File: config.mk
export PLATFORM = sky130hd
export DESIGN_NAME = scks_cell
export DESIGN_NICKNAME = d
export VERILOG_FILES = /design/src/rtl/scks_pkg.sv /design/src/rtl/scks_cell.sv
export SDC_FILE = /design/constraint.sdc
export NUM_CORES = 1
export LEC_CHECK = 0
export BUFFER_PORTS_ARGS = -buffer_cell sky130_fd_sc_hd__clkbuf_2
export CAP_MARGIN = 20
export CORE_ASPECT_RATIO = 0.7
export CORE_MARGIN = 4
export CORE_UTILIZATION = 40
export CTS_CLUSTER_SIZE = 14
export DETAILED_ROUTE_END_ITERATION = 10
export PLACE_DENSITY = 0.62
export SYNTH_ARGS = -nofsm -noshare
export SYNTH_HDL_FRONTEND = slang
export SYNTH_SLANG_ARGS = --single-unit
File: constraint.sdc
create_clock -name clk -period 2.9 [get_ports clk]
set_input_delay 0.87 -clock clk [delete_from_list [all_inputs] [get_ports clk]]
set_output_delay 0.87 -clock clk [all_outputs]
set_load 0.02 [all_outputs]
File: src/rtl/scks_pkg.sv
// Package: shared widths, match characters and progress codes for the crib key search.
`timescale 1ns / 1ps

package scks_pkg;

    localparam int DEF_NUM_KEYS   = 255;
    localparam int DEF_COUNT_BITS = 24;

    localparam int BYTE_BITS      = 8;
    localparam int KEY_BITS       = 8;
    localparam int OUT_COUNT_BITS = 24;

    localparam logic [BYTE_BITS-1:0] CH_T = 8'h74;
    localparam logic [BYTE_BITS-1:0] CH_H = 8'h68;
    localparam logic [BYTE_BITS-1:0] CH_E = 8'h65;

    typedef logic [1:0] progress_t;

    localparam progress_t PROG_NONE = 2'd0;
    localparam progress_t PROG_T    = 2'd1;
    localparam progress_t PROG_TH   = 2'd2;

endpackage

File: src/rtl/scks_cell.sv
// Key cell: word matcher and counter for one key, and one stage of the best-key sweep.
`timescale 1ns / 1ps

module scks_cell #(
    parameter int KEY        = 0,
    parameter int COUNT_BITS = scks_pkg::DEF_COUNT_BITS
) (
    input  logic                          clk,
    input  logic                          rst_n,
    input  logic                          update,
    input  logic [scks_pkg::BYTE_BITS-1:0] text_byte,
    input  logic                          wave_in_valid,
    input  logic [scks_pkg::KEY_BITS-1:0] wave_in_key,
    input  logic [COUNT_BITS-1:0]         wave_in_count,
    output logic                          wave_out_valid,
    output logic [scks_pkg::KEY_BITS-1:0] wave_out_key,
    output logic [COUNT_BITS-1:0]         wave_out_count
);
    import scks_pkg::*;

    localparam logic [KEY_BITS-1:0] KEY_VAL = KEY_BITS'(KEY);

    logic [BYTE_BITS-1:0]  decoded;
    progress_t             prog_reg;
    progress_t             prog_next;
    logic [COUNT_BITS-1:0] count_reg;
    logic [COUNT_BITS-1:0] count_next;
    logic                  wave_valid_reg;
    logic [KEY_BITS-1:0]   wave_key_reg;
    logic [KEY_BITS-1:0]   wave_key_next;
    logic [COUNT_BITS-1:0] wave_count_reg;
    logic [COUNT_BITS-1:0] wave_count_next;

    assign decoded = text_byte - KEY_VAL;

    always_comb
    begin
        prog_next  = prog_reg;
        count_next = count_reg;
        if (wave_in_valid)
        begin
            prog_next  = PROG_NONE;
            count_next = '0;
        end
        else if (update)
        begin
            if (prog_reg == PROG_TH && decoded == CH_E)
            begin
                if (count_reg != '1)
                begin
                    count_next = count_reg + COUNT_BITS'(1);
                end
                prog_next = PROG_NONE;
            end
            else if (decoded == CH_T)
            begin
                prog_next = PROG_T;
            end
            else if (prog_reg == PROG_T && decoded == CH_H)
            begin
                prog_next = PROG_TH;
            end
            else
            begin
                prog_next = PROG_NONE;
            end
        end
    end

    always_comb
    begin
        if (count_reg > wave_in_count)
        begin
            wave_key_next   = KEY_VAL;
            wave_count_next = count_reg;
        end
        else
        begin
            wave_key_next   = wave_in_key;
            wave_count_next = wave_in_count;
        end
    end

    always_ff @(posedge clk or negedge rst_n)
    begin
        if (!rst_n)
        begin
            prog_reg       <= PROG_NONE;
            count_reg      <= '0;
            wave_valid_reg <= 1'b0;
        end
        else
        begin
            prog_reg       <= prog_next;
            count_reg      <= count_next;
            wave_valid_reg <= wave_in_valid;
        end
    end

    always_ff @(posedge clk)
    begin
        wave_key_reg   <= wave_key_next;
        wave_count_reg <= wave_count_next;
    end

    assign wave_out_valid = wave_valid_reg;
    assign wave_out_key   = wave_key_reg;
    assign wave_out_count = wave_count_reg;

endmodule

; Yosys cells after proc, flatten, opt, wreduce, memory -nomap -nowiden
; Cells that the tools add are included.
[word_totals]
reg_bits = 59
input_bits = 44
out_inout_bits = 33
wordCells = 29
[op_classes]
add_sub_neg = 1
order_cmp = 1
n_eq_ne = 6
n_mux = 10
n_reduce_logical = 6
[ops]
columns = operator, n
row1 = $mux 24, 5
row2 = $add 24x1->24 const B, 1
row3 = $eq 8x7->1 const B, 3
row4 = $gt 24x24->1, 1
row5 = $ne 24x24->1 const B, 1
row6 = $mux 2, 5
row7 = $reduce_bool 2->1, 3
row8 = $reduce_and 3->1, 1
row9 = $eq 2x1->1 const B, 1
row10 = $eq 2x2->1 const B, 1
row11 = $logic_and 1x1->1, 2

; Longest topological paths before layout
[logic_depth]
ltp_word = 7
ltp_mapped = 9
ltp_nobuf = 8

; Least setup slack after synthesis
; No wires, ideal clock.
[synth_path]
path_kind = in2reg
start = input port wave_in_count[1]
end = register wave_count_reg[13], in the netlist wave_out_count[13]
setup_ns = 0.121
arrival_time_ns = 2.552
required_time_ns = 2.779
setup_slack_ns = 0.227
cell_stages = 9
path_buffers = 1
cell_sequence = inv_1 -> ha_1 -> nor2b_1 -> o211ai_1 -> a21oi_1 -> a211oi_1 -> a2bb2oi_2 -> buf_4 -> mux2_2
[synth_between]
elab_chain_len = 2
[synth_lines]
columns = element, line_no
row1 = from (decl), scks_cell.sv:14  ; input logic [COUNT_BITS-1:0] wave_in_count,
row2 = $gt 24x24->1, scks_cell.sv:72  ; if (count_reg > wave_in_count)
row3 = $mux 24, scks_cell.sv:72
row4 = named net wave_count_next[13], scks_cell.sv:32  ; logic [COUNT_BITS-1:0] wave_count_next;
row5 = to (signal assigned), scks_cell.sv:103  ; wave_count_reg <= wave_count_next;
row6 = to (decl), scks_cell.sv:31  ; logic [COUNT_BITS-1:0] wave_count_reg;
; The timed path passes the listed nets, and every way through them passes these cells.
; A chain may end at the register's enable or synchronous reset.

; Worst setup path in the final report
[layout_path]
start = input port wave_in_count[22]
end = register wave_key_reg[1], in the netlist wave_out_key[1]
[layout_between]
elab_chain_len = 1
[layout_lines]
columns = element, line_no
row1 = $gt 24x24->1, scks_cell.sv:72
row2 = to (signal assigned), scks_cell.sv:102  ; wave_key_reg <= wave_key_next;
row3 = to (decl), scks_cell.sv:29  ; logic [KEY_BITS-1:0] wave_key_reg;
; No other way between the ends.

==> flow_summary.ini <==
[logic_synthesis]
yosys.area_share.simple = 0.1822
synthMuxAreaShare = 0.08798
synth_edf_count = 0
synth_warnings = 0
synth_area_leaders = dfrtp_1 23%, dfxtp_1 21%, ha_1 10%
ys_ff_latch = 59
ys_seq_area_frac = 0.4407
netlist_area_um2 = 2987
synth_top_family_by_area = simple AND/OR/NAND/NOR gates
synth_fa_ha_area_frac = 0.1047
ys.flop_type = dfxtp_1
syn_area_per_cell_um2 = 9.889
synth_xor_area_frac = 0.04399
yosysTopAreaCellShare = 0.2262
synth-compound-area-share = 0.08840
syn_inst = 302
yosysTopAreaCell = dfrtp_1
synth_nets = 371
synth_cell_types = 40
synthArstFlopShare = 0.4576

[timing]
finalHoldViolations = 0
setup_viol = 0
max_freq_mhz = 375.5
finalCritPeriodShare = 0.9182
final.min_clock_period_ns = 2.663
slew_viol_final = 0
hold_slack_ns = 0.5350
worstMarginPinSlew_ns = 0.6895
fin_skew_ns = 0.01090
relSlewSlack = 0.5403
rsz0062_at_grt = false
fin_setup_tns_ns = 0

[global_route]
grt_max_degree = 28
use_met2 = 0.2268
grt_busiest_layer = met2
grtUsageMet3 = 0.06702
antenna_found_initial = 0
use_met1 = 0.2062
grt_pass1_wl_um = 10930
globalRoute.totalOverflow = 0
grt_pass1_vias = 2284
grt_usage = 0.1529

[power_and_ir_drop]
p_sw_frac = 0.2619
seqPwrFrac = 0.492
p_leak_nw = 1.780
vdd_drop_max_mv = 0.1988
pwr_density_cell_nw_per_um2 = 462.1
power.internal_mw = 1.269
p_comb_frac = 0.087
p_clk_frac = 0.421
p_switching_mw = 0.4505

[flow_run]
maxCapViolations = 0

[clock_network]
postCtsSetupRepairBufs = 0
cts_tree = yes
cts_max_level = 3
cts_resized = 0
numCtsBuffers = 9
clk-insertion-delay-late_ns = 0.34
clockBufferDepth = 2
cts.sinks = 59
cts_hold_buf = 0
root_buffer = clkbuf_8
path_clk_slew_ns = 0.07

[worst_setup_path]
cp_slowest_cell = nor4_2
critPathKind = in -> reg
cp-start-kind = input pin
crit_start = wave_in_count[22]
crit_required_ns = 3.14
cp_data_arrival_time_ns = 2.90
r2r-start = count_reg[19]$_DFFE_PN0P_
crit_fanout = 18
crit_chain = clkbuf_2 > inv_1 > ha_1 > nand4_1 > nor4_2 > o21ai_0 > a2bb2oi_4 > buf_12 > buf_4 > and2_1
critPathCaptureType = flop
cp_slowest_stage_delay_ns = 0.45

[routing]
dr.pass1.iters = 4
drc = 0
initialDrtViolationCount = 88
ant_nets = 0
routed_via_density = 4.862
vias = 2387
wl_per_cell_um = 13.22
wirelength_um = 6492

[placed_design]
place_area_um2 = 3520
portBuffers = 76
routabilityCongestion = 0.7991
dpl.hpwl_um = 5014

[outcome]
outcome = finished clean

[final_layout]
diodes = 0
areaGrowthSynthToFinish_pct = 24.63
final_area_um2 = 3722
layout.nets = 457
final_util = 0.5108
drive_gt1_frac = 0.3130

[floorplan]
num_rows = 26
die_h_um = 80.30
die_area_um2 = 8935
die_x_um = 111.3
start_util = 0.4099
core_area_um2 = 7287
pin_count = 77

[hold_path]
worstHoldStart = prog_reg[0]$_DFFE_PN0P_
worstHoldPathType = reg -> reg
cells in the mapped netlist (all sizes together) (2+ instances only):
| master | count |
|---|---|
| nor2 | 22 |
| nor4 | 5 |
| nand2 | 16 |
| mux2 | 18 |
| a21oi | 18 |
| nand3 | 8 |
| o211ai | 2 |
| nor3 | 9 |
| and3 | 6 |
| and4 | 2 |
| dfrtp | 27 |
| nand4 | 10 |
| and2 | 8 |
| buf | 4 |
| clkbuf | 3 |
| xnor2 | 14 |
| mux2i | 6 |
| a211oi | 3 |
| nor4bb | 2 |
| or3 | 9 |
| dfxtp | 32 |
| o21ai | 10 |
| inv | 31 |
| ha | 25 |
layout make-up:
class                   count  area, um2
well taps                  98      122.6
repair buffers             82      437.9
clock buffers              10      148.9
multi-input cells         205       1533
inverters                  31      116.4
flip-flops and latches     59       1316
clock inverters             6      47.55
fillers                   719       3565
routing by layer:
metal,part of all wire,wire (um),vias up
li1,-,-,1231
met5,0,0,-
met1,0.50,3226,1082
met4,0.0068,44,0
met2,0.42,2718,69
met3,0.077,503,5
stage by stage:
stage	setup WS (ns)	power [mW]	instances
after CTS	0.1580	1.749	491
after detailed placement	-0.2027	1.015	475
after global routing	0.04462	1.804	491
final	0.2371	1.720	491
after floorplan	0.2270	0.9425	302
after global placement	-0.2013	1.013	475
power groups by stage:
| stage | Combinational, mW | Clock (mW) | Sequential, mW |
|---|---|---|---|
| after floorplan | 0.0464 | 0 | 0.896 |
| after global placement | 0.149 | 0 | 0.864 |
| after detailed placement | 0.151 | 0 | 0.864 |
| after CTS | 0.152 | 0.750 | 0.846 |
| after global routing | 0.167 | 0.788 | 0.849 |
| final | 0.150 | 0.724 | 0.846 |
critical path, delay by kind of cell:
kind                     cells  cell delay, ns
adder cells (fa/ha/maj)      1            0.31
AO/OA/AOI/OAI                2            0.43
AND/OR/NAND/NOR              3            0.81
buffers and inverters        4            0.46
cells by family (layout without fill, tap and decap cells):
group	count (synthesis)	in the layout
multiplexers	24	24
AND/OR/NAND/NOR	101	101
XOR/XNOR	15	15
flip-flops	59	59
adder cells (fa/ha/maj)	25	25
buffers and inverters	38	129
AO/OA/AOI/OAI	40	40
cells in the final DEF (no fill, tap or decap), types with 4 or more instances in the layout:
cell type	synthesis	layout
xnor2_1	14	14
clkbuf_2	0	76
o21ai_0	10	10
a21oi_1	18	18
inv_1	31	31
and2_1	8	8
dfrtp_1	27	27
nor3_1	9	9
nand2_1	16	16
mux2i_1	6	6
dfxtp_1	32	32
nor4_1	5	4
or3_1	8	8
clkbuf_8	0	9
ha_1	25	25
buf_4	3	5
nand3_1	7	7
mux2_2	18	18
nor2_1	22	22
and3_1	5	5
nand4_1	10	10
final timing paths:
check / depth (start not counted) / end / slack [ns]
min in group asynchronous: 1 / count_reg[0]$_DFFE_PN0P_ / 0.56
max in group asynchronous: 1 / count_reg[18]$_DFFE_PN0P_ / 1.89
worst max-delay path: 10 / wave_out_key[1]$_SDFF_PN0_ / 0.24
worst max register to register: 8 / wave_out_key[1]$_SDFF_PN0_ / 0.43
worst min-delay path: 1 / prog_reg[0]$_DFFE_PN0P_ / 0.54
worst min register to register: 1 / prog_reg[0]$_DFFE_PN0P_ / 0.54
Power figures use the tool's default switching activity.
